## src/rtl/qalu_pkg.sv

```systemverilog
`timescale 1ns / 1ps

package qalu_pkg;

    localparam int FRAC_BITS = 8;
    localparam int DW        = 32;
    localparam int NUM_W     = DW + FRAC_BITS + 1;
    localparam int DEN_W     = DW + 1;
    localparam int QUO_W     = NUM_W;
    localparam int PROD_W    = 2 * DW;

    localparam logic [3:0] OP_ADD      = 4'd0;
    localparam logic [3:0] OP_SUB      = 4'd1;
    localparam logic [3:0] OP_MUL      = 4'd2;
    localparam logic [3:0] OP_DIV      = 4'd3;
    localparam logic [3:0] OP_MIN      = 4'd4;
    localparam logic [3:0] OP_MAX      = 4'd5;
    localparam logic [3:0] OP_CMP      = 4'd6;
    localparam logic [3:0] OP_INC      = 4'd7;
    localparam logic [3:0] OP_DEC      = 4'd8;
    localparam logic [3:0] OP_FROM_INT = 4'd9;
    localparam logic [3:0] OP_TO_INT   = 4'd10;

    localparam logic [1:0] ST_OK   = 2'd0;
    localparam logic [1:0] ST_DIV0 = 2'd1;
    localparam logic [1:0] ST_OVF  = 2'd2;

    localparam logic [DW-1:0] S_MAX = {1'b0, {(DW-1){1'b1}}};
    localparam logic [DW-1:0] S_MIN = {1'b1, {(DW-1){1'b0}}};

    typedef enum logic [1:0] {K_SIMPLE, K_MUL, K_DIV} kind_t;

    typedef struct packed {
        kind_t             kind;
        logic              neg;
        logic              less;
        logic              equal;
        logic              greater;
        logic [DW-1:0]     res;
        logic [1:0]        st;
        logic [DW-1:0]     ma;
        logic [DW-1:0]     mb;
        logic [PROD_W-1:0] prod;
        logic [DEN_W-1:0]  rem;
        logic [NUM_W-1:0]  num;
        logic [DEN_W-1:0]  den;
        logic [QUO_W-1:0]  quo;
    } item_t;

    // {overflow, value}: signed saturation of a magnitude
    function automatic logic [DW:0] sat_mag(input logic neg, input logic [PROD_W-1:0] q);
        logic ovf;
        logic [DW-1:0] val;
        if (neg)
        begin
            ovf = (|q[PROD_W-1:DW]) || (q[DW-1] && (|q[DW-2:0]));
            val = ovf ? S_MIN : (~q[DW-1:0] + 1'b1);
        end
        else
        begin
            ovf = |q[PROD_W-1:DW-1];
            val = ovf ? S_MAX : q[DW-1:0];
        end
        return {ovf, val};
    endfunction

endpackage

```

## src/rtl/qalu_div_step.sv

```systemverilog
`timescale 1ns / 1ps

module qalu_div_step
    import qalu_pkg::*;
(
    input  logic  clk,
    input  logic  rst_n,
    input  logic  adv,
    input  logic  valid_in,
    input  item_t item_in,
    output logic  valid_out,
    output item_t item_out
);

    logic              valid_reg;
    item_t             item_reg;
    item_t             item_next;
    logic [DEN_W:0]    trial;
    logic [DEN_W:0]    diff;
    logic              ge;

    // one restoring quotient bit per stage
    always_comb
    begin
        trial          = {item_in.rem, item_in.num[NUM_W-1]};
        diff           = trial - {1'b0, item_in.den};
        ge             = trial >= {1'b0, item_in.den};
        item_next      = item_in;
        item_next.rem  = ge ? diff[DEN_W-1:0] : trial[DEN_W-1:0];
        item_next.num  = {item_in.num[NUM_W-2:0], 1'b0};
        item_next.quo  = {item_in.quo[QUO_W-2:0], ge};
    end

    always_ff @(posedge clk or negedge rst_n)
    begin
        if (!rst_n)
        begin
            valid_reg <= 1'b0;
        end
        else if (adv)
        begin
            valid_reg <= valid_in;
        end
    end

    always_ff @(posedge clk)
    begin
        if (adv)
        begin
            item_reg <= item_next;
        end
    end

    assign valid_out = valid_reg;
    assign item_out  = item_reg;

endmodule

```

## config.mk

```make
export PLATFORM = sky130hd
export DESIGN_NAME = qalu_div_step
export DESIGN_NICKNAME = d
export VERILOG_FILES = /design/src/rtl/qalu_pkg.sv /design/src/rtl/qalu_div_step.sv
export SDC_FILE = /design/constraint.sdc
export NUM_CORES = 1
export LEC_CHECK = 0
export BUFFER_PORTS_ARGS = -buffer_cell sky130_fd_sc_hd__buf_2
export CAP_MARGIN = 20
export CORE_AREA = 2 2 248 250
export CTS_BUF_LIST = sky130_fd_sc_hd__clkbuf_16
export DETAILED_ROUTE_END_ITERATION = 6
export DIE_AREA = 0 0 250 252
export PLACE_DENSITY = 0.48
export SYNTH_ARGS = -nofsm -noshare
export SYNTH_HDL_FRONTEND = slang
export SYNTH_SLANG_ARGS = --single-unit
```

## constraint.sdc

```tcl
create_clock -name clk -period 1.8 [get_ports clk]
set_input_delay 0 -clock clk [delete_from_list [all_inputs] [get_ports clk]]
set_output_delay 0 -clock clk [all_outputs]
set_load 0.005 [all_outputs]
```

# Yosys cells after proc, flatten, opt, wreduce, memory -nomap -nowiden
# Index checks and enable logic that the tools add are counted.
# word_totals
regBits,316
inputBits,320
out_inout_bits,317
elab_cells,18
# op_classes
add_sub_neg,1
n_lt_le_gt_ge,1
muxes,1
# ops
cell,n
34-bit by 33-bit greater-or-equal comparator with 1-bit output,1
33-bit two-way mux,1
33-bit subtractor,1

# Longest topological paths before layout
# logic_depth
depth_word,2
ltp_mapped,14
mapped_depth_nobuf,12

# Worst setup path after synthesis
# Ideal clock, no wire load.
# synth_timing
path_kind,input-to-reg
from,in item_in[114] in the netlist's numbering
to,"reg item_reg (netlist bit item_out[116]), data pin"
setup_time_ns,0.260
arrival_ns,2.179
required_time_ns,1.540
setup_slack_ns,-0.639
stages,12
n_path_buf,1
cell_sequence,inv_1 > ha_1 > inv_1 > fa_1 > a21o_1 > a221oi_2 > o21ai_2 > a21boi_2 > o31ai_2 > a21oi_4 > buf_12 > mux2_4
# synth_lines
element,line,source
"start, declared",qalu_div_step.sv:10,"input item_t item_in,"
"end signal, assigned",qalu_div_step.sv:50,item_reg <= item_next;
"end, declared",qalu_div_step.sv:16,item_t item_reg;

==> results <==
- In this run the core area contains 90 standard-cell rows.
- For this configuration, the core starts out at a cell density of 0.200.
- The post-detailed-routing wire length is 56.3 mm.
- Counting flops and latches in the post-synthesis netlist gives 316.
- The share of synthesized registers carrying an async set or reset is 0.00316.
- The count of cells along the worst register-to-register path is 1.
- The pin slew with the least headroom to its limit is 658 ps.
- The worst setup path is launched from an input port.
- The total of hold buffers inserted after clock tree synthesis is 318.
- The count of endpoints failing setup in the final report is 34.
- The setup check on the worst reg-to-reg path leaves a slack of 1060 ps.
- The startpoint of the lowest-slack hold path is item_in[41].
- In the final routed layout, each cell accounts on average for 21.1 µm.
- The cell-internal power is 15.8 mW.
- The library cells used most frequently in the layout, excluding fill and tap cells, are buf_2 (632), dlygate4sd3_1 (318), edfxtp_1 (315).
- The cell area that synthesis handed to floorplanning was 0.0120 mm².
- The worst setup skew after layout is 0 ps.
- The final reports fail on negative hold slack, negative setup slack.
- Sorting the synthesized cells by area gives the leading types as edfxtp_1 (79%), ha_1 (3.4%), o21ai_2 (1.5%), inv_1 (1.4%), a21oi_1 (1.3%).
- Counting distinct cell types in the post-synthesis netlist gives 63.
- The worst register-to-register path ends at valid_out$_DFFE_PN0P_.
- The root buffer cell is clkbuf_16.
- The upper clock frequency limit is 491 MHz.
- The via count of the first global-routing pass is 11228.
- In the final design database the tool counted 2208 nets.
- The analysis attributes to net switching a power of 5.19 mW.
- The portion of synthesized cell area occupied by the leading cell type is 0.786.
- During I/O placement, the number of pins put on the boundary was 637.
- The worst-case IR drop observed on VDD is 0.000660 V.
- The static leakage power is 9.88 nW.
- At the worst endpoint, the required time is 2080 ps.
- The share of total power in sequential cells is 0.431.
- The most numerous cell on the critical path is buf_4.
- The die outline width is 250 µm.
- The floorplan die area is 0.0630 mm².
- For this block, the initial DRC count from the detailed router was 577.
- Setup repair after global routing could not meet its margin everywhere.
- At the later pin of the worst-skew pair, clock insertion delay measures 530 ps.
- Traced cell by cell, the critical path runs through buf_12, inv_12, ha_4, inv_2, fa_2, a21o_1, a221oi_4, buf_4, o211a_1, o21ai_2, a211oi_2, buf_4, o311ai_4, xnor2_1, o21ai_1.
- The origin of the worst setup path is item_in[114].
- The critical path's slowest cell is fa_2.
- The H-tree was split into 2 levels.
- The element type at the critical path end is a flop.
- Across every metal layer, demand over resource in global routing totals 0.168.
- TritonCTS built the clock tree.
- The fraction of final layout cells with drive strength greater than 1 is 0.520.
- The fraction of power spent switching nets is 0.247.
- Leaving out fill and tap cells, the most frequent cell in the layout is buf_2.
- The total design power is 21.0 mW.
- The number of buffers created by CTS is 37.
- In this run, synthesis inferred 315 flip-flops with an integrated enable.
- The routability congestion estimate is 0.833.
- After detailed routing, the number of vias per cell comes to 4.00.
- The signed area change from the synthesized netlist to the final layout is 88.4%.
- The overall die height is 252 µm.
- The part of the power in the clock network is 0.386.
- In this run the worst hold path is classified as input port to flop.
- After layout, the minimum clock period comes to 2040 ps.
- For this run, the leading register cell type out of synthesis is edfxtp_1.
- Along the worst hold path, the cell count comes to 1.
- The critical register-to-register path startpoint is valid_out$_DFFE_PN0P_.
- The initial antenna violation count is 15.
- The count of nets left with antenna violations once routing finished came out at 0.
- The remaining design rule violation count is 0.
- Across the run, the number of max-cap violations was 0.
- The biggest cell delay along the critical path is 340 ps.
- The number of max-slew violations in the final report was 0.
- The maximum number of pins on one net before global-route repair is 62.
- The tightest hold path in the finished design has a slack of -301 ps.
- Each instance of the synthesized netlist takes up on average 17.6 µm².
- Dividing total power by cell area gives a power density of 927 mW/mm².
- In this run the standard cell core region covers 0.0601 mm².
- The detailed-route via count is 10673.
- The cell taking the most area after synthesis is edfxtp_1.
- The count of endpoints failing hold in the final timing report is 2.
- The global route total overflow is 0.
- Dividing the final minimum period by the clock period gives 1.13.
- The synthesized instance count is 685.
- The least setup slack across all paths after layout is -236 ps.
- The first global-routing pass estimated 76.7 mm of wire.
- The number of clock sinks seen by CTS is 316.
- The maximum fanout encountered on the critical timing path is 3.
- Clock-pin slew was measured on the worst setup and hold paths at 60 ps.
- The combinational share of power is 0.183.
- The first-pass iteration count of the detailed router is 5.
- Yosys printed 0 warnings.
- Data on the critical path arrives at its endpoint at 2320 ps.
- The run finished, with violations left.
- The worst relative slew slack is 0.561.
- The number of buffers added on ports is 634.
- For this run, the register share of the synthesized area comes to 0.788.
- The maximum root-to-sink buffer count is 3.
- The number of nets handed over by synthesis was 1039.
- The total half-perimeter wirelength after legalization and detailed placement is 41.9 mm.
- The path type of the worst setup path is input port to flop.
- The path with the worst hold slack has its endpoint at item_out[41]$_DFFE_PP_.
[power by group through the flow]
stage | registers (mW) | clock network [mW] | logic [mW]
after floorplan | 9.25 | 0 | 0.836
after global placement | 9.20 | 0 | 2.94
after detailed placement | 9.20 | 0 | 2.96
after CTS | 9.07 | 8.38 | 3.83
after global routing | 9.12 | 8.65 | 4.14
final | 9.06 | 8.12 | 3.85
[cell families (layout without fill, tap and decap cells)]
group,after synthesis,after routing,synth area share
DFF,316,316,0.788
buffers and inverters,63,1261,0.0267
adders and majority gates,34,34,0.0360
AOI/OAI and AO/OA,136,136,0.0833
muxes,2,2,0.00218
other,1,6,0.000312
xor gates and xnor gates,28,28,0.0204
and+or+nand+nor,105,105,0.0430
[flip-flops by register name, indices dropped and copies added, names as in the netlist]
register   count
item_out     315
valid_out      1
[critical path, delay by kind of cell]
| kind | cells | cell delay, ps |
|---|---|---|
| compound gates | 7 | 1170 |
| xor+xnor | 1 | 160 |
| fa+ha+maj | 2 | 460 |
| buf+inv | 5 | 520 |
[synth_stat cells (all sizes together), types with 2 or more instances]
master / instances
a211o: 2
or3: 2
o21a: 4
nand4: 5
xnor2: 15
a2111oi: 2
a31oi: 3
nor3: 4
a211oi: 3
a21boi: 2
inv: 45
ha: 33
nand2: 52
edfxtp: 315
nand3: 6
a21o: 12
and3: 9
o211ai: 3
buf: 15
xor2: 13
nor4: 4
o21bai: 6
nand2b: 4
clkbuf: 3
a21oi: 34
nor2b: 3
o31ai: 6
o21ai: 48
mux2: 2
nor2: 14
[per-layer routing]
metal,part of all wire,global-route usage
met1,0.36,0.175
met2,0.51,0.299
met3,0.086,0.0639
met4,0.048,0.0816
met5,0.0019,0
[how the worst max path moves through the flow]
stage | to | slack [ps] | cells past startpoint
after floorplan | item_out[116]$_DFFE_PP_ | -570 | 12
after global placement | item_out[138]$_DFFE_PP_ | -960 | 11
after detailed placement | item_out[138]$_DFFE_PP_ | -1030 | 11
after CTS | item_out[147]$_DFFE_PP_ | -210 | 15
after global routing | item_out[147]$_DFFE_PP_ | -330 | 15
final | item_out[147]$_DFFE_PP_ | -240 | 15
[through the flow]
step                      cells  setup TNS, ps  setup WS [ps]   util  instance area [µm²]
after floorplan             685         -16030           -573      -                12100
after global placement     2252         -25590           -955  0.290                17400
after detailed placement   2252         -28040          -1030  0.290                17400
after CTS                  2663          -4070           -207  0.375                22500
after global routing       2668          -7470           -331  0.377                22700
final                      2670          -4600           -236  0.377                22700
[area by class of cell]
type	count	area (µm²)
sequential	316	9480
multi-input combinational	306	2600
tap	782	978
inverter	45	181
clock inverter	29	325
fill	5873	37500
clock buffer	39	976
antenna	5	12.5
timing repair buffer	1148	8120
[repair_timing]
| item | in CTS | in global routing |
|---|---|---|
| cloned | 5 | 3 |
| setup endpoints to repair | 34 | 34 |
| pin swaps | 44 | 26 |
| buffers inserted | 21 | 3 |
| gates resized for setup | 55 | 27 |
| endpoints found under the hold margin | 354 | 2 |
Power figures use the tool's default switching activity.
