==> src/rtl/qalu_pkg.sv <==
`timescale 1ns / 1ps

package qalu_pkg;

    localparam int FRAC_BITS = 8;
    localparam int DW        = 32;
    localparam int NUM_W     = DW + FRAC_BITS + 1;
    localparam int DEN_W     = DW + 1;
    localparam int QUO_W     = NUM_W;
    localparam int PROD_W    = 2 * DW;

    localparam logic [3:0] OP_ADD      = 4'd0;
    localparam logic [3:0] OP_SUB      = 4'd1;
    localparam logic [3:0] OP_MUL      = 4'd2;
    localparam logic [3:0] OP_DIV      = 4'd3;
    localparam logic [3:0] OP_MIN      = 4'd4;
    localparam logic [3:0] OP_MAX      = 4'd5;
    localparam logic [3:0] OP_CMP      = 4'd6;
    localparam logic [3:0] OP_INC      = 4'd7;
    localparam logic [3:0] OP_DEC      = 4'd8;
    localparam logic [3:0] OP_FROM_INT = 4'd9;
    localparam logic [3:0] OP_TO_INT   = 4'd10;

    localparam logic [1:0] ST_OK   = 2'd0;
    localparam logic [1:0] ST_DIV0 = 2'd1;
    localparam logic [1:0] ST_OVF  = 2'd2;

    localparam logic [DW-1:0] S_MAX = {1'b0, {(DW-1){1'b1}}};
    localparam logic [DW-1:0] S_MIN = {1'b1, {(DW-1){1'b0}}};

    typedef enum logic [1:0] {K_SIMPLE, K_MUL, K_DIV} kind_t;

    typedef struct packed {
        kind_t             kind;
        logic              neg;
        logic              less;
        logic              equal;
        logic              greater;
        logic [DW-1:0]     res;
        logic [1:0]        st;
        logic [DW-1:0]     ma;
        logic [DW-1:0]     mb;
        logic [PROD_W-1:0] prod;
        logic [DEN_W-1:0]  rem;
        logic [NUM_W-1:0]  num;
        logic [DEN_W-1:0]  den;
        logic [QUO_W-1:0]  quo;
    } item_t;

    // {overflow, value}: signed saturation of a magnitude
    function automatic logic [DW:0] sat_mag(input logic neg, input logic [PROD_W-1:0] q);
        logic ovf;
        logic [DW-1:0] val;
        if (neg)
        begin
            ovf = (|q[PROD_W-1:DW]) || (q[DW-1] && (|q[DW-2:0]));
            val = ovf ? S_MIN : (~q[DW-1:0] + 1'b1);
        end
        else
        begin
            ovf = |q[PROD_W-1:DW-1];
            val = ovf ? S_MAX : q[DW-1:0];
        end
        return {ovf, val};
    endfunction

endpackage

==> src/rtl/qalu_front.sv <==
`timescale 1ns / 1ps

module qalu_front
    import qalu_pkg::*;
(
    input  logic                 clk,
    input  logic                 rst_n,
    input  logic                 adv,
    input  logic                 in_valid,
    input  logic [3:0]           op,
    input  logic signed [DW-1:0] operand_a,
    input  logic signed [DW-1:0] operand_b,
    output logic                 valid_out,
    output item_t                item_out
);

    logic  s1_valid_reg;
    item_t s1_reg;
    item_t s1_next;
    logic  s2_valid_reg;
    item_t s2_reg;
    item_t s2_next;

    logic signed [DW:0]   sum;
    logic signed [DW:0]   dif;
    logic signed [DW-1:0] fi_top;
    logic                 fi_fits;
    logic [DW-1:0]        ma;
    logic [DW-1:0]        mb;

    always_comb
    begin
        sum     = {operand_a[DW-1], operand_a} + {operand_b[DW-1], operand_b};
        dif     = {operand_a[DW-1], operand_a} - {operand_b[DW-1], operand_b};
        fi_top  = operand_a >>> (DW - 1 - FRAC_BITS);
        fi_fits = (fi_top == '0) || (fi_top == '1);
        ma      = operand_a[DW-1] ? (~operand_a + 1'b1) : operand_a;
        mb      = operand_b[DW-1] ? (~operand_b + 1'b1) : operand_b;

        s1_next         = '0;
        s1_next.kind    = K_SIMPLE;
        s1_next.neg     = operand_a[DW-1] ^ operand_b[DW-1];
        s1_next.less    = operand_a < operand_b;
        s1_next.equal   = operand_a == operand_b;
        s1_next.greater = operand_a > operand_b;
        s1_next.ma      = ma;
        s1_next.mb      = mb;
        s1_next.num     = {1'b0, ma, {FRAC_BITS{1'b0}}};
        s1_next.num     = {ma, {(FRAC_BITS + 1){1'b0}}} + {{(NUM_W-DW){1'b0}}, mb};
        s1_next.den     = {mb, 1'b0};
        s1_next.res     = '0;
        s1_next.st      = ST_OK;

        case (op)
            OP_ADD, OP_SUB:
            begin
                if (op == OP_ADD)
                begin
                    s1_next.res = sum[DW-1:0];
                    if (sum[DW] != sum[DW-1])
                    begin
                        s1_next.res = sum[DW] ? S_MIN : S_MAX;
                        s1_next.st  = ST_OVF;
                    end
                end
                else
                begin
                    s1_next.res = dif[DW-1:0];
                    if (dif[DW] != dif[DW-1])
                    begin
                        s1_next.res = dif[DW] ? S_MIN : S_MAX;
                        s1_next.st  = ST_OVF;
                    end
                end
            end
            OP_MUL:
            begin
                s1_next.kind = K_MUL;
            end
            OP_DIV:
            begin
                if (operand_b == '0)
                begin
                    s1_next.st  = ST_DIV0;
                    s1_next.res = operand_a[DW-1] ? S_MIN :
                                  ((operand_a == '0) ? '0 : S_MAX);
                end
                else
                begin
                    s1_next.kind = K_DIV;
                end
            end
            OP_MIN:
            begin
                s1_next.res = (operand_a < operand_b) ? operand_a : operand_b;
            end
            OP_MAX:
            begin
                s1_next.res = (operand_a > operand_b) ? operand_a : operand_b;
            end
            OP_INC:
            begin
                if (operand_a == S_MAX)
                begin
                    s1_next.res = S_MAX;
                    s1_next.st  = ST_OVF;
                end
                else
                begin
                    s1_next.res = operand_a + 1'b1;
                end
            end
            OP_DEC:
            begin
                if (operand_a == S_MIN)
                begin
                    s1_next.res = S_MIN;
                    s1_next.st  = ST_OVF;
                end
                else
                begin
                    s1_next.res = operand_a - 1'b1;
                end
            end
            OP_FROM_INT:
            begin
                if (fi_fits)
                begin
                    s1_next.res = operand_a <<< FRAC_BITS;
                end
                else
                begin
                    s1_next.res = operand_a[DW-1] ? S_MIN : S_MAX;
                    s1_next.st  = ST_OVF;
                end
            end
            OP_TO_INT:
            begin
                s1_next.res = operand_a >>> FRAC_BITS;
            end
            default:
            begin
                s1_next.res = '0;
            end
        endcase
    end

    always_comb
    begin
        s2_next      = s1_reg;
        s2_next.prod = s1_reg.ma * s1_reg.mb;
    end

    always_ff @(posedge clk or negedge rst_n)
    begin
        if (!rst_n)
        begin
            s1_valid_reg <= 1'b0;
            s2_valid_reg <= 1'b0;
        end
        else if (adv)
        begin
            s1_valid_reg <= in_valid;
            s2_valid_reg <= s1_valid_reg;
        end
    end

    always_ff @(posedge clk)
    begin
        if (adv)
        begin
            s1_reg <= s1_next;
            s2_reg <= s2_next;
        end
    end

    assign valid_out = s2_valid_reg;
    assign item_out  = s2_reg;

endmodule

==> config.mk <==
export PLATFORM = sky130hd
export DESIGN_NAME = qalu_front
export DESIGN_NICKNAME = d
export VERILOG_FILES = /design/src/rtl/qalu_pkg.sv /design/src/rtl/qalu_front.sv
export SDC_FILE = /design/constraint.sdc
export NUM_CORES = 2
export LEC_CHECK = 0
export BUFFER_PORTS_ARGS = -buffer_cell sky130_fd_sc_hd__buf_2
export CAP_MARGIN = 20
export CORE_MARGIN = 2
export CORE_UTILIZATION = 55
export DETAILED_ROUTE_END_ITERATION = 12
export PLACE_DENSITY = 0.74
export SLEW_MARGIN = 30
export SYNTH_ARGS = -nofsm -noshare
export SYNTH_HDL_FRONTEND = slang
export SYNTH_SLANG_ARGS = --single-unit
==> constraint.sdc <==
create_clock -name clk -period 22 [get_ports clk]
set_clock_uncertainty 0.1 [all_clocks]
set_input_delay 2.2 -clock clk [delete_from_list [all_inputs] [get_ports clk]]
set_output_delay 2.2 -clock clk [all_outputs]
set_load 0.005 [all_outputs]
# Word-level counts from Yosys, hierarchy flattened
# Cells that the tools add are included.
totals:
  register_bits: 356
  latchBits: 0
  ram_bits: 0
  romBits: 0
  out_inout_bits: 317
  elab_cells: 80
  mem_count: 0
classes:
  add_sub_neg: 7
  n_mul: 1
  div_mod_pow: 0
  n_lt_le_gt_ge: 2
  eq_ne: 15
  n_shift: 0
  muxes: 23
  bitwise_logic: 3
  n_reduce_logical: 6
op_table:
  columns: ["cell", "n"]
  rows:
  - ["32-bit 2-to-1 mux", 11]
  - ["32-bit case mux with 8 select lines", 1]
  - ["34-bit 2-to-1 mux", 4]
  - ["32-bit by 1-bit adder with 32-bit output (second input constant)", 3]
  - ["32-bit zero test", 3]
  - ["32-bit equality test (second input constant)", 2]
  - ["32-bit by 32-bit multiplier with 64-bit output", 1]
  - ["32-bit NOT", 2]
  - ["41-bit by 32-bit adder with 41-bit output", 1]
  - ["32-bit by 32-bit adder with 33-bit output", 1]
  - ["32-bit by 32-bit subtractor with 33-bit output", 1]
  - ["32-bit by 31-bit equality test with 1-bit output (second input constant)", 1]
  - ["32-bit equality test", 1]
  - ["32-bit > comparator", 1]
  - ["32-bit < comparator", 1]
  - ["32-bit by 1-bit subtractor with 32-bit output (second input constant)", 1]
  - ["31-bit 2-to-1 mux", 1]
  - ["4-bit by 3-bit equality test with 1-bit output (second input constant)", 3]
  - ["4-bit equality test (second input constant)", 3]
  - ["2-bit case mux with 5 select lines", 1]
  - ["4-bit by 2-bit equality test with 1-bit output (second input constant)", 2]
  - ["2-bit 2-to-1 mux", 4]
  - ["4-bit by 1-bit equality test with 1-bit output (second input constant)", 1]
  - ["4-bit zero test", 1]
  - ["5 further kinds", 6]

# Depth between registers and ports, before layout
depth:
  word_depth: 5
  mapped_depth: 30

# Worst setup path after synthesis
# OpenSTA, ideal clock, no wires.
synth_path:
  path_type: "flip-flop to flip-flop"
  from: "register s1_reg[260] in the netlist's numbering"
  to: "register s2_reg, in the netlist item_out[210] (data pin)"
  setup_ps: 256
  t_arrival_ps: 7582
  t_required_ps: 21644
  slack_ps: 14062
  path_stages_with_launch: 29
  path_buffers: 1
  synth_period_minus_slack_ps: 7938
  cell_sequence: "edfxtp_1 clkbuf_1 and2_1 fa_1 inv_1 fa_1 fa_1 fa_1 inv_1 fa_1 inv_1 fa_1 inv_1 fa_1 inv_1 fa_1 inv_1 ha_1 and3_1 a221o_1 a21oi_1 o21ai_0 a221o_1 a31oi_2 o31ai_1 o21ai_2 o31ai_1 or4b_1 and4_1"
synth_lines:
  columns: ["item", "line", "source"]
  rows:
  - ["start, declared", "qalu_front.sv:18", "item_t s1_reg;"]
  - ["start signal, assigned", "qalu_front.sv:172", "s1_reg <= s1_next;"]
  - ["end signal, assigned", "qalu_front.sv:173", "s2_reg <= s2_next;"]
  - ["end, declared", "qalu_front.sv:21", "item_t s2_reg;"]

==> impl_metrics.ini <==
[routing]
drt-vias-per-instance = 5.880
ant_nets = 0
wirelength_um = 161700
vias = 41680
drc_errors = 0
drt_iter0_markers = 4323
wl_per_cell_um = 22.81
drt-pass1-iter-count = 6

[die]
rows = 115
dieArea_um2 = 100900
die-width_um = 317.6
pin_count = 389
coreArea_um2 = 97990
die_h_um = 317.6
initial_core_util = 0.5520

[layout]
layout.nets = 7096
final_cell_mix = inv_1 (950), fa_1 (899), nand2_1 (617), and2_1 (583), ha_1 (353)
n_antenna_cell = 0
drive_above_1_share = 0.09100
area_growth_syn_to_layout_pct = 6.382
largest_register_ffs = 200
final_common_cell = inv_1
nFillCells = 8520

[critical_path]
crit_type = register to register
critPathTopFamily = adder cells
slowest_stage = edfxtp_1
r2r_cells = 27
worst_ep_arrival_time_ps = 9410
worst-path-max-fanout = 19
reg2reg_from = s1_reg[258]
rr_endpoint = item_out[210]
max_stage_delay_ps = 780
cp-start-kind = register
cpMostUsedCell = fa_1
r2r_slack_ps = 12860
required_ps = 22270
critPathCaptureType = register
cp.buffers_inverters = 6

[clocking]
cts_resized = 0
cts_hold_buf = 0
htree_levels = 2
clockRootBuffer = clkbuf_16
cts_tree = built
insertion_delay_ps = 620
post_cts_buffers = 0
cts_sinks = 338
clkTransAtPathRegs_ps = 60
clockBufferDepth = 3
cts-buffers-inserted = 39

[timing]
finalCriticalPeriod_ps = 9141
finalHoldViolations = 0
rsz0062_at_grt = no
worst_slew_pin_slew_ps = 1057
relSlewSlack = 0.2951
setup_viol = 0
setup_tns_ps = 0
fmax_ghz = 0.1094
fin_crit_sh = 0.4155
slew_viol_final = 0

[place]
place_congestion = 0.9801
dp_hpwl_um = 121800
numPortBuffers = 313

[min_path]
hp-class = register to register
hp-start = s1_reg[98]
min_path_cells = 0
whs_endpoint = item_out[98]

[synthesis]
synth-async-reset-ratio = 0.005917
synth_ff_type = edfxtp_1
netlist_area_um2 = 54090
synth_edf_count = 336
postSynthCellCount = 5704
ys_seq_area_frac = 0.1875
yosys_warnings = 0
synth.distinct_cells = 98
avgSynthCellArea_um2 = 9.483
synth-seq-cells = 338

[job]
drv_cap = 0

[grt]
grt_pass1_wl_um = 249900
grt_use_total = 0.3218
first_global_vias = 42770
antenna_found_initial = 9
grt.overflow.total = 0
grt_max_degree = 171

[status]
status = completed
==> cell type report <==
class                   instances  area (µm²)  share of cell area
multi-input cells            4035       38490              0.6689
flip-flops and latches        338       10140              0.1762
inverters                     957        3592             0.06243
repair buffers                401        2305             0.04005
well taps                    1287        1610             0.02798
clock buffers                  41       983.4             0.01709
clock inverters                30       422.9            0.007349
==> synth_stat cells, types with 27 or more instances <==
library cell / instances / share of area
a21o_1: 70 / 0.0097
a221oi_1: 31 / 0.0050
o21bai_1: 27 / 0.0037
xor2_1: 48 / 0.0078
or3_1: 29 / 0.0034
o21ai_0: 134 / 0.012
ha_1: 353 / 0.082
clkbuf_1: 292 / 0.020
nor3_1: 59 / 0.0055
nand2_1: 617 / 0.043
xnor2_1: 139 / 0.023
nor2_1: 189 / 0.013
o221ai_1: 31 / 0.0050
nand2b_1: 37 / 0.0043
fa_1: 899 / 0.33
and2_1: 583 / 0.067
nand3_1: 72 / 0.0067
buf_4: 124 / 0.017
and3_1: 37 / 0.0043
a21oi_1: 233 / 0.022
inv_1: 950 / 0.066
edfxtp_1: 336 / 0.19
==> layer usage <==
layer	track usage	vias up	routed length, µm
li1	-	18070	-
met2	0.5172	2255	74960
met1	0.4304	20950	63310
met3	0.06802	388	16710
met5	0	-	101
met4	0.1232	14	6623
==> worst max path at each step <==
stage | start | to | slack, ps | cells after the start
final | s1_reg[258] | item_out[210] | 12860 | 27
after floorplan | s1_reg[260] | item_out[210] | 14060 | 28
after detailed placement | s1_reg[79] | item_out[210] | 12840 | 28
after global placement | s1_reg[257] | item_out[210] | 12820 | 28
after global routing | s1_reg[51] | item_out[210] | 12540 | 30
after CTS | s1_reg[81] | item_out[210] | 12840 | 28
==> metrics by stage <==
stage	util	setup WS (ps)	instances	area, µm²	hold WS [ps]
detailed placement	0.5720	12840	7014	56050	304.5
global route	0.5873	12540	7089	57540	323.4
floorplan	-	14060	5778	54370	300.3
global placement	0.5719	12820	7013	56040	300.7
finish	0.5873	12860	7089	57540	315.5
CTS	0.5864	12840	7085	57460	313.4
==> cells by family (layout without fill, tap and decap cells) <==
group / count (synthesis) / in the layout / share of synthesized area
AOI/OAI and AO/OA: 772 / 772 / 0.09546
xor gates and xnor gates: 188 / 188 / 0.03058
adders and majority gates: 1252 / 1252 / 0.4144
buffers and inverters: 1405 / 1429 / 0.1067
DFF: 338 / 338 / 0.1875
muxes: 15 / 15 / 0.002961
other: 1 / 75 / 0.00006933
and+or+nand+nor: 1733 / 1733 / 0.1624
Power is not shown: default switching activity piles up to over one toggle a cycle in this logic, so the estimate is an artifact.
