`config.mk`:
```
export PLATFORM = sky130hd
export DESIGN_NAME = qalu_back
export DESIGN_NICKNAME = d
export VERILOG_FILES = /design/src/rtl/qalu_pkg.sv /design/src/rtl/qalu_back.sv
export SDC_FILE = /design/constraint.sdc
export NUM_CORES = 1
export LEC_CHECK = 0
export BUFFER_PORTS_ARGS = -buffer_cell sky130_fd_sc_hd__buf_4
export CAP_MARGIN = 20
export CORE_AREA = 2 2 140 142
export CTS_CLUSTER_SIZE = 20
export DETAILED_ROUTE_END_ITERATION = 12
export DIE_AREA = 0 0 142 144
export GPL_TIMING_DRIVEN = 1
export PLACE_DENSITY = 0.64
export SLEW_MARGIN = 10
export SYNTH_ARGS = -nofsm -noshare
export SYNTH_HDL_FRONTEND = slang
export SYNTH_SLANG_ARGS = --single-unit
```
`constraint.sdc`:
```
create_clock -name clk -period 0.8 [get_ports clk]
set_clock_uncertainty 0.15 [all_clocks]
set_input_delay 0.08 -clock clk [delete_from_list [all_inputs] [get_ports clk]]
set_output_delay 0.08 -clock clk [all_outputs]
set_load 0.02 [all_outputs]
```
`src/rtl/qalu_pkg.sv`:
```
`timescale 1ns / 1ps

package qalu_pkg;

    localparam int FRAC_BITS = 8;
    localparam int DW        = 32;
    localparam int NUM_W     = DW + FRAC_BITS + 1;
    localparam int DEN_W     = DW + 1;
    localparam int QUO_W     = NUM_W;
    localparam int PROD_W    = 2 * DW;

    localparam logic [3:0] OP_ADD      = 4'd0;
    localparam logic [3:0] OP_SUB      = 4'd1;
    localparam logic [3:0] OP_MUL      = 4'd2;
    localparam logic [3:0] OP_DIV      = 4'd3;
    localparam logic [3:0] OP_MIN      = 4'd4;
    localparam logic [3:0] OP_MAX      = 4'd5;
    localparam logic [3:0] OP_CMP      = 4'd6;
    localparam logic [3:0] OP_INC      = 4'd7;
    localparam logic [3:0] OP_DEC      = 4'd8;
    localparam logic [3:0] OP_FROM_INT = 4'd9;
    localparam logic [3:0] OP_TO_INT   = 4'd10;

    localparam logic [1:0] ST_OK   = 2'd0;
    localparam logic [1:0] ST_DIV0 = 2'd1;
    localparam logic [1:0] ST_OVF  = 2'd2;

    localparam logic [DW-1:0] S_MAX = {1'b0, {(DW-1){1'b1}}};
    localparam logic [DW-1:0] S_MIN = {1'b1, {(DW-1){1'b0}}};

    typedef enum logic [1:0] {K_SIMPLE, K_MUL, K_DIV} kind_t;

    typedef struct packed {
        kind_t             kind;
        logic              neg;
        logic              less;
        logic              equal;
        logic              greater;
        logic [DW-1:0]     res;
        logic [1:0]        st;
        logic [DW-1:0]     ma;
        logic [DW-1:0]     mb;
        logic [PROD_W-1:0] prod;
        logic [DEN_W-1:0]  rem;
        logic [NUM_W-1:0]  num;
        logic [DEN_W-1:0]  den;
        logic [QUO_W-1:0]  quo;
    } item_t;

    // {overflow, value}: signed saturation of a magnitude
    function automatic logic [DW:0] sat_mag(input logic neg, input logic [PROD_W-1:0] q);
        logic ovf;
        logic [DW-1:0] val;
        if (neg)
        begin
            ovf = (|q[PROD_W-1:DW]) || (q[DW-1] && (|q[DW-2:0]));
            val = ovf ? S_MIN : (~q[DW-1:0] + 1'b1);
        end
        else
        begin
            ovf = |q[PROD_W-1:DW-1];
            val = ovf ? S_MAX : q[DW-1:0];
        end
        return {ovf, val};
    endfunction

endpackage

```
`src/rtl/qalu_back.sv`:
```
`timescale 1ns / 1ps

module qalu_back
    import qalu_pkg::*;
(
    input  logic                 clk,
    input  logic                 rst_n,
    input  logic                 adv,
    input  logic                 valid_in,
    input  item_t                item_in,
    output logic                 out_valid,
    output logic signed [DW-1:0] result,
    output logic                 less,
    output logic                 equal,
    output logic                 greater,
    output logic [1:0]           status
);

    logic                 out_valid_reg;
    logic [DW-1:0]        result_reg;
    logic [DW-1:0]        result_next;
    logic [2:0]           flags_reg;
    logic [1:0]           status_reg;
    logic [1:0]           status_next;
    logic [PROD_W-1:0]    q_mul;
    logic [PROD_W-1:0]    q_div;
    logic [DW:0]          sat;

    always_comb
    begin
        q_mul       = (item_in.prod + (PROD_W'(1) << (FRAC_BITS - 1))) >> FRAC_BITS;
        q_div       = {{(PROD_W-QUO_W){1'b0}}, item_in.quo};
        sat         = sat_mag(item_in.neg, (item_in.kind == K_MUL) ? q_mul : q_div);
        result_next = item_in.res;
        status_next = item_in.st;
        case (item_in.kind)
            K_MUL, K_DIV:
            begin
                result_next = sat[DW-1:0];
                status_next = sat[DW] ? ST_OVF : ST_OK;
            end
            default:
            begin
                result_next = item_in.res;
            end
        endcase
    end

    always_ff @(posedge clk or negedge rst_n)
    begin
        if (!rst_n)
        begin
            out_valid_reg <= 1'b0;
        end
        else if (adv)
        begin
            out_valid_reg <= valid_in;
        end
    end

    always_ff @(posedge clk)
    begin
        if (adv)
        begin
            result_reg <= result_next;
            flags_reg  <= {item_in.less, item_in.equal, item_in.greater};
            status_reg <= status_next;
        end
    end

    assign out_valid = out_valid_reg;
    assign result    = result_reg;
    assign less      = flags_reg[2];
    assign equal     = flags_reg[1];
    assign greater   = flags_reg[0];
    assign status    = status_reg;

endmodule

```
=== Yosys cells after proc, flatten, opt, wreduce, memory -nomap -nowiden ===
Cells that the tools add are included.

* $add $sub $neg: 2
* Equal/unequal tests: 2
* Mux-type cells: 8
* Bitwise gates (word level): 1
* Reduce and logical (&&, ||, !) cells: 6

{| class="wikitable"
|+ Operator list
! kind !! number
|-
| 2-to-1 mux 32 bit || 4
|-
| adder 64 x 8 -> 64 bit, second input constant || 1
|-
| 2-to-1 mux 56 bit || 1
|-
| OR reduction 33 bit || 1
|-
| adder 32 x 1 -> 32 bit, second input constant || 1
|-
| NOT 32 bit || 1
|-
| OR reduction 32 bit || 1
|-
| OR reduction 31 bit || 1
|-
| 2-to-1 mux 2 bit || 2
|-
| equality test 2 x 1 -> 1 bit, second input constant || 1
|-
| equality test 2 bit, second input constant || 1
|-
| OR reduction 2 bit || 1
|-
| logical AND 1 bit || 1
|-
| logical OR 1 bit || 1
|-
| 2-to-1 mux 1 bit || 1
|}

* Register bits: 38
* Input bits: 320
* Output and inout port bits: 38

=== Depth between registers and ports, before layout ===
Gate-level depths: netlist of the first run.

* Depth in word-level cells: 8
* Mapped depth: 22

=== Worst setup path after synthesis of the first run ===
Ideal clock, no wire load.

* Path kind: input -> register
* From: input port item_in[315] in the netlist's numbering
* To: register result_reg[31], in the netlist result[31], data pin
* Data arrival time: 4.698 ns
* Required time: 0.391 ns
* Setup slack: -4.307 ns
* Cell stages on the path: 21
* Buffers on the path: 11
* Cell sequence: inv_1 > ha_1 > buf_2 > buf_1 > buf_2 > buf_2 > buf_2 > buf_1 > clkbuf_1 > clkbuf_1 > mux2i_1 > ha_1 > nand3_1 > or4_1 > buf_2 > or4_1 > buf_2 > o31ai_4 > buf_4 > nand2_2 > o31a_1

* Cells in the longest elaborated chain, start to end: 8
* Elaborated cells on any way between the ends: 15
* Those cells by class: 1 x add/sub; 2 x eq/ne; 5 x mux; 1 x bitwise; 6 x reduce/logical

{| class="wikitable"
|+ RTL lines
! item !! RTL line !! source
|-
| start, declared || qalu_back.sv:10 || <nowiki>input item_t item_in,</nowiki>
|-
| parallel branches: the longest is 7 deep, another holds adder 32 x 1 -> 32 bit || n/a ||
|-
| 2-to-1 mux 32 bit * || qalu_back.sv:36 || <nowiki>case (item_in.kind)</nowiki>
|-
| net result_next[31] || qalu_back.sv:21 || <nowiki>logic [DW-1:0] result_next;</nowiki>
|-
| end signal, assigned || qalu_back.sv:65 || <nowiki>result_reg <= result_next;</nowiki>
|-
| end, declared || qalu_back.sv:20 || <nowiki>logic [DW-1:0] result_reg;</nowiki>
|}

Mark *: on every way through the listed nets, which the timed path passes.
A chain may end at the register's enable or synchronous reset.

=== Worst setup path in the final report of the first run ===
* From: input port item_in[155] in the netlist's numbering
* To: register result_reg[16], in the netlist result[16], data pin

* Cells in the longest elaborated chain, start to end: 8
* Elaborated cells on any way between the ends: 13
* Those cells by class: 2 x add/sub; 5 x mux; 1 x bitwise; 5 x reduce/logical

{| class="wikitable"
|+ RTL lines
! item !! RTL line !! source
|-
| adder 64 x 8 -> 64 bit * || qalu_back.sv:31 || <nowiki>q_mul = (item_in.prod + (PROD_W'(1) << (FRAC_BITS - 1))) >> FRAC_BITS;</nowiki>
|-
| 2-to-1 mux 56 bit * || qalu_back.sv:33 || <nowiki>sat = sat_mag(item_in.neg, (item_in.kind == K_MUL) ? q_mul : q_div);</nowiki>
|-
| parallel branches: the longest is 4 deep, another holds adder 32 x 1 -> 32 bit || n/a ||
|-
| 2-to-1 mux 32 bit * || qalu_pkg.sv:54 || <nowiki>if (neg)</nowiki>
|-
| 2-to-1 mux 32 bit * || qalu_back.sv:36 ||
|-
| net result_next[16] || qalu_back.sv:21 ||
|}

Marks and branches as above.

==> impl_results.md, run 1 <==
* Dpl cells at 1254
* Largest net degree at the start of global routing at 31
* Overflow after GRT at 0
* Initial drt markers at 492
* Seq/Total Area, Yosys at 0.229
* Post-layout util at 0.500
* Final setup vio count at 73
* #FFs+latches synth at 38
* Die area at 20400 um^2
* Hold_buf cts at 1
* WHS at -0.185 ns
* Fin. Hold Viols at 14
* H-tree levels at 2
* Post-detailed-route wirelength per cell at 18.1 um
* Failing checks: negative hold slack, negative setup slack
* Fill cells at 1834
* FFs w/ async S/R, synth at 0.0263
* Avg Vias per Cell at 5.49
* Max-Slew Margin vs Limit at 0.716
* Site row count at 51
* RSZ-0062 raised after global routing: yes
* Worst R2R Path Depth at 1
* WS Path Type: in -> reg
* Critical path required time at 0.75 ns
* CTS tree: built
* Clk sinks at 38
* Max Cap Viol at 0
* Top post-synthesis cells by area: edfxtp_1, nor2_1, nand2_1
* Maximum VDD drop at 0.715 mV
* Yosys cell types at 73
* Max reg flops at 32
* Setup_tns at -83.84 ns
* Minimum clock period at 3.16 ns
* Gate Count Post-Synth at 656
* CP max FO at 6
* Met1 usage at 0.307
* Detail Placement HPWL at 18700 um
* GP Congestion at 0.951
* Cts bufs inserted at 5
* Arr. time, crit path at 3.11 ns
* Global Route Usage Sum at 0.220
* Via count at 7096
* Post-Synth XOR/XNOR Area at 0.0442
* Setup crit end kind: flip-flop
* Leakage at 3.98 nW
* GRT met2 Usage at 0.362
* Synth Area in Adders at 0.00757
* Clk Latency, worst-skew pair at 0.28 ns
* Placed Area at 8260 um^2
* Hold path cells at 1
* R2R setup slack at -0.12 ns
* Mux contribution to synthesized area at 0.0230
* Starting Density at 0.260
* PortBufs at 179
* Diode count at 0
* Post-Syn Nets at 979
* Largest family of logic cells by synthesized area: simple AND/OR/NAND/NOR gates
* Clock root cell: clkbuf_16
* Total Routed Length at 23500 um
* Final std cells w/o fill at 1293
* First drt pass iteration count at 6
* Yosys warns at 0
* Most used DFF post-synth: edfxtp_1
* Worst Setup Slack, final at -2.36 ns
* Fraction of layout cells with a size suffix above 1 at 0.534
* Final Slew Violations at 0
* Simple-Gate Fraction of Synth Area at 0.384
* Post-synth EDFFs at 37
* Synth Area in Compound Gates at 0.257
* GRT Max-Usage Layer: met2
* Mapped cell area at 4960 um^2
* NumNets Final at 1377
* Crit start category: input pin
* Io pins at 358
* Worst-path clk slew at 0.06 ns
* Period utilization at 3.95
* PD cells at 951 nW/um^2
* Design area at 9540 um^2
* Placeable Area at 19100 um^2
* Tightest Pin Transition at 0.414 ns
* Post-synth top area share at 0.224
* Hold crit path type: in -> reg
* DRT antenna net count at 0
* Overall die width at 142 um
* Synth top cells by count: nor2_1, nand2_1, nand3_1, edfxtp_1, nor4_1
* Most frequent cell after synthesis: nor2_1
* Outcome: finished with violations
* GRT met3 Usage at 0.0255
* Die height at 144 um
* Max Clk Rate at 317 MHz
* First-pass GRT wire length at 35300 um
* Total Power at 9.07 mW
* Area leader, netlist: edfxtp_1
* Initial antenna violation count at 0
* Pre-CTS setup slack at -3.01 ns
* Vias in the first global route at 6650
* Bufs on Longest Clock Path at 2
* Synthesized area per cell at 7.55 um^2
* DRC viols at 0
* Syn-to-layout area delta at 92.4%
## path summary, 6_finish.rpt
| check | endpoint | from |
|---|---|---|
| min | flags_reg[1]$_DFFE_PP_ | item_in[311] |
| min in group asynchronous | out_valid$_DFFE_PN0P_ | rst_n |
| min reg2reg | out_valid$_DFFE_PN0P_ | out_valid$_DFFE_PN0P_ |
| max reg2reg | out_valid$_DFFE_PN0P_ | out_valid$_DFFE_PN0P_ |
| max in group asynchronous | out_valid$_DFFE_PN0P_ | rst_n |
| max | result[16]$_DFFE_PP_ | item_in[155] |
## power by group
part / internal (mW) / switching, mW / leakage, nW
combinational: 2.36 / 2.17 / 3.54
sequential: 2.47 / 0.130 / 0.374
clock: 1.14 / 0.795 / 0.0672
## area by class of cell
class / instances / area, um^2 / share of cell area
flip-flops and latches: 38 / 1140 / 0.119
multi-input cells: 554 / 4170 / 0.438
inverters: 17 / 81.3 / 0.00853
well taps: 238 / 298 / 0.0312
clock buffers: 5 / 125 / 0.0131
repair buffers: 438 / 3700 / 0.389
clock inverters: 3 / 16.3 / 0.00171
## metal layers
layer / vias to the layer above / part of all wire / wire length (um)
met4: 0 / 0.016 / 375
met5: - / 0 / 0
met1: 3270 / 0.45 / 10400
li1: 3407 / - / -
met2: 389 / 0.46 / 10800
met3: 30 / 0.078 / 1840
## placed cells by master, fill, tap and decap left out, types with 11 or more instances in the layout
cell        n
a21oi_1    15
nand4_1    26
nor4_1     16
or4_1      11
buf_6      57
or3_1      14
buf_4     364
and3_1     17
nor3_1     19
nand3_1    33
o211ai_1   25
xnor2_1    12
edfxtp_1   37
a31oi_1    22
nor2_1     56
inv_1      14
nand2_1    51
nand2b_1   18
## kinds of logic (layout without fill, tap and decap cells)
group | after synthesis | in the layout
AOI/OAI and AO/OA | 171 | 171
buffers and inverters | 64 | 463
adders and majority gates | 3 | 3
DFF | 38 | 38
and+or+nand+nor | 344 | 344
muxes | 11 | 11
xor gates and xnor gates | 25 | 25
## critical path, cell delays in order
cell,delay [ns]
buf_8,0.08
and4_4,0.28
nand4b_4,0.13
a2111oi_4,0.39
nor2_1,0.10
or4_4,0.55
or4_4,0.46
o31ai_4,0.33
buf_6,0.21
buf_12,0.13
a31oi_1,0.11
a221oi_2,0.24
## timing repair
item | CTS | global route
resized for setup | 141 | 37
hold endpoints to repair | 15 | 10
pin swaps | 59 | 40
setup endpoints to repair | 73 | 73
gates cloned | 3 | 1
buffers inserted | 15 | 14
Power figures use the tool's default switching activity.
==> run 2, diff against run 1 <==
Settings changed: CAP_MARGIN 20 to 0, MAX_ROUTING_LAYER set to met4.
==> run 2 against run 1 <==
  * The run still ends with negative hold slack, negative setup slack left
  * First-iteration DRC count up 19%
  * Utilization barely moved
  * Register-to-register slack about the same
  * Clock-buffer cell count stayed put
  * Via count decreased by 0.49%
  * Flip-flop and latch count is the same
==> impl_results.md, run 2 (synthesis results as in run 1) <==
* Outcome: finished with violations
* Failing checks: negative hold slack, negative setup slack
* DRC viols at 0 (unchanged)
* CTS tree: built
* Worst r2r dst: out_valid$_DFFE_PN0P_
* Io pins at 358 (unchanged)
* Critical path required time at 0.77 ns (+0.02 ns)
* Fill cells at 1813 (-1.1%)
* R2R setup slack at -0.12 ns (about the same)
* CP max FO at 6 (unchanged)
* Worst R2R Path Depth at 1 (unchanged)
* Final Slew Violations at 0 (unchanged)
* Post-layout util at 0.499 (about the same)
* Most frequent cells in the layout: buf_4, nor2_1, nand2_1, buf_6, edfxtp_1
* Vias in the first global route at 6578 (-1.1%)
* Multi-input logic area at 4180 um^2 (about the same)
* RSZ-0062 raised after global routing: yes
* Total Power at 9.13 mW (+0.68%)
* Hold_buf cts at 1 (unchanged)
* Fraction of layout cells with a size suffix above 1 at 0.528 (-0.00595)
* First drt pass iteration count at 5 (-1)
* Clk sinks at 38 (unchanged)
* Syn-to-layout area delta at 92.2% (about the same)
* Most used cell along the critical path: buf_4
* Combinational Power Share at 0.511 (+0.011)
* PD cells at 958 nW/um^2 (+0.78%)
* Design area at 9530 um^2 (about the same)
* Net switching power at 3.09 mW (-0.27%)
* Clk network pwr share at 0.204 (-0.009)
* Pre-CTS setup slack at -3.04 ns (-0.0342 ns)
* Worst Hold End: flags_reg[1]$_DFFE_PP_
* WP buf/inv at 6 (+3)
* DRT antenna net count at 0 (unchanged)
* Reg area at 1140 um^2 (unchanged)
* Hold wc startpoint: item_in[311]
* Period utilization at 3.92 (-0.0269)
* Clk Latency, worst-skew pair at 0.28 ns (about the same)
* Cts bufs inserted at 5 (unchanged)
* Hold crit path type: in -> reg
* Most common cell after layout, fill and taps aside: buf_4
* Switching Fraction at 0.339 (-0.00324)
* Avg Vias per Cell at 5.42 (-1.3%)
* Detail Placement HPWL at 18800 um (+0.31%)
* Initial antenna violation count at 0 (unchanged)
* R2R Path Start: out_valid$_DFFE_PN0P_
* WHS at -0.180 ns (+0.00529 ns)
* Placed Area at 8310 um^2 (+0.58%)
* Diode count at 0 (unchanged)
* PortBufs at 179 (unchanged)
* Largest net degree at the start of global routing at 21 (-32%)
* Max reg flops at 32 (unchanged)
* Bufs on Longest Clock Path at 2 (unchanged)
* Reg power frac at 0.284 (-0.002)
* Dpl cells at 1262 (+0.64%)
* Maximum VDD drop at 0.715 mV (about the same)
* Crit start category: input pin
* Placeable Area at 19100 um^2 (unchanged)
* Global Route Usage Sum at 0.222 (+0.00248)
* Slowest CP cell: or4_4
* Minimum clock period at 3.14 ns (-0.0215 ns)
* Hold path cells at 1 (unchanged)
* Tightest Pin Transition at 0.461 ns (+0.0463 ns)
* H-tree levels at 2 (unchanged)
* Max Clk Rate at 319 MHz (+0.69%)
* Final setup vio count at 73 (unchanged)
* P_int at 6.04 mW (+1.2%)
* Leakage at 3.97 nW (-0.37%)
* Die area at 20400 um^2 (unchanged)
* Total Routed Length at 23300 um (-0.55%)
* Overall die width at 142 um (unchanged)
* Max stage delay on crit path at 0.53 ns (-0.02 ns)
* CP top delay family: simple AND/OR/NAND/NOR gates
* Clock root cell: clkbuf_16
* Via count at 7061 (-0.49%)
* WS Path Type: in -> reg
* Site row count at 51 (unchanged)
* Initial drt markers at 584 (+19%)
* Max-Slew Margin vs Limit at 0.690 (-0.0262)
* Final std cells w/o fill at 1303 (+0.77%)
* GP Congestion at 0.961 (+1.1%)
* Arr. time, crit path at 3.10 ns (about the same)
* Worst-path clk slew at 0.06 ns (about the same)
* Max Cap Viol at 0 (unchanged)
* Die height at 144 um (unchanged)
* Worst Setup Slack, final at -2.34 ns (+0.0215 ns)
* NumNets Final at 1388 (+0.80%)
* Setup crit end kind: flip-flop
* Fin. Hold Viols at 13 (-1)
* Worst path cell trace: buf_4 > buf_4 > and3_4 > buf_4 > xnor2_4 > a21o_1 > nand3_2 > or4_4 > or4_4 > o31ai_4 > buf_6 > buf_12 > buf_6 > nand3_2 > a32oi_1
* First-pass GRT wire length at 35000 um (-0.74%)
* Overflow after GRT at 0 (unchanged)
* Post-detailed-route wirelength per cell at 17.9 um (-1.3%)
* Starting Density at 0.260 (unchanged)
run 2: per-layer routing:
layer,share of wire,global-route usage,wire length (um),vias to the layer above
met1,0.47,0.306,10900,3275
met5,0,-,0,-
met4,0.018,0.0553,410,0
li1,-,-,-,3432
met2,0.45,0.356,10600,325
met3,0.063,0.0152,1470,29
run 2: worst max-delay path by stage:
stage / cells after the start / slack (ns) / start / endpoint
6_report: 15 / -2.34 / item_in[157] / result[13]$_DFFE_PP_
2_1_floorplan: 21 / -3.18 / item_in[315] / status[1]$_DFFE_PP_
5_1_grt: 15 / -2.41 / item_in[157] / result[13]$_DFFE_PP_
3_5_place_dp: 13 / -3.04 / item_in[155] / result[27]$_DFFE_PP_
3_3_place_gp: 13 / -3.03 / item_in[155] / result[27]$_DFFE_PP_
4_1_cts: 11 / -2.29 / item_in[156] / result[25]$_DFFE_PP_
run 2: repair_timing:
action,in CTS,in global routing
endpoints found under the setup margin,73,73
pin swaps,50,24
hold endpoints to repair,14,11
setup buffers,19,15
gates resized for setup,107,52
gates cloned,0,0
run 2: power by group through the flow:
stage                     clock (mW)  combinational [mW]  sequential (mW)
after detailed placement           0                3.96             2.60
final                           1.87                4.67             2.60
after global placement             0                3.94             2.60
after floorplan                    0                1.41             2.85
after CTS                       1.90                4.40             2.60
after global routing            1.98                4.98             2.61
run 2: cell type report:
cell class | count | share of cell area
inverter | 17 | 0.00854
multi-input combinational | 554 | 0.438
clock buffer | 5 | 0.0131
tap | 238 | 0.0313
clock inverter | 2 | 0.00105
timing repair buffer | 449 | 0.388
sequential | 38 | 0.119
run 2: stage by stage:
step           hold WS, ns  TNS (ns)
5_1_grt             -0.183    -87.30
4_1_cts             -0.184    -82.69
3_3_place_gp        -0.295    -97.57
6_report            -0.180    -83.59
3_5_place_dp        -0.294    -98.11
2_1_floorplan       -0.366   -102.92
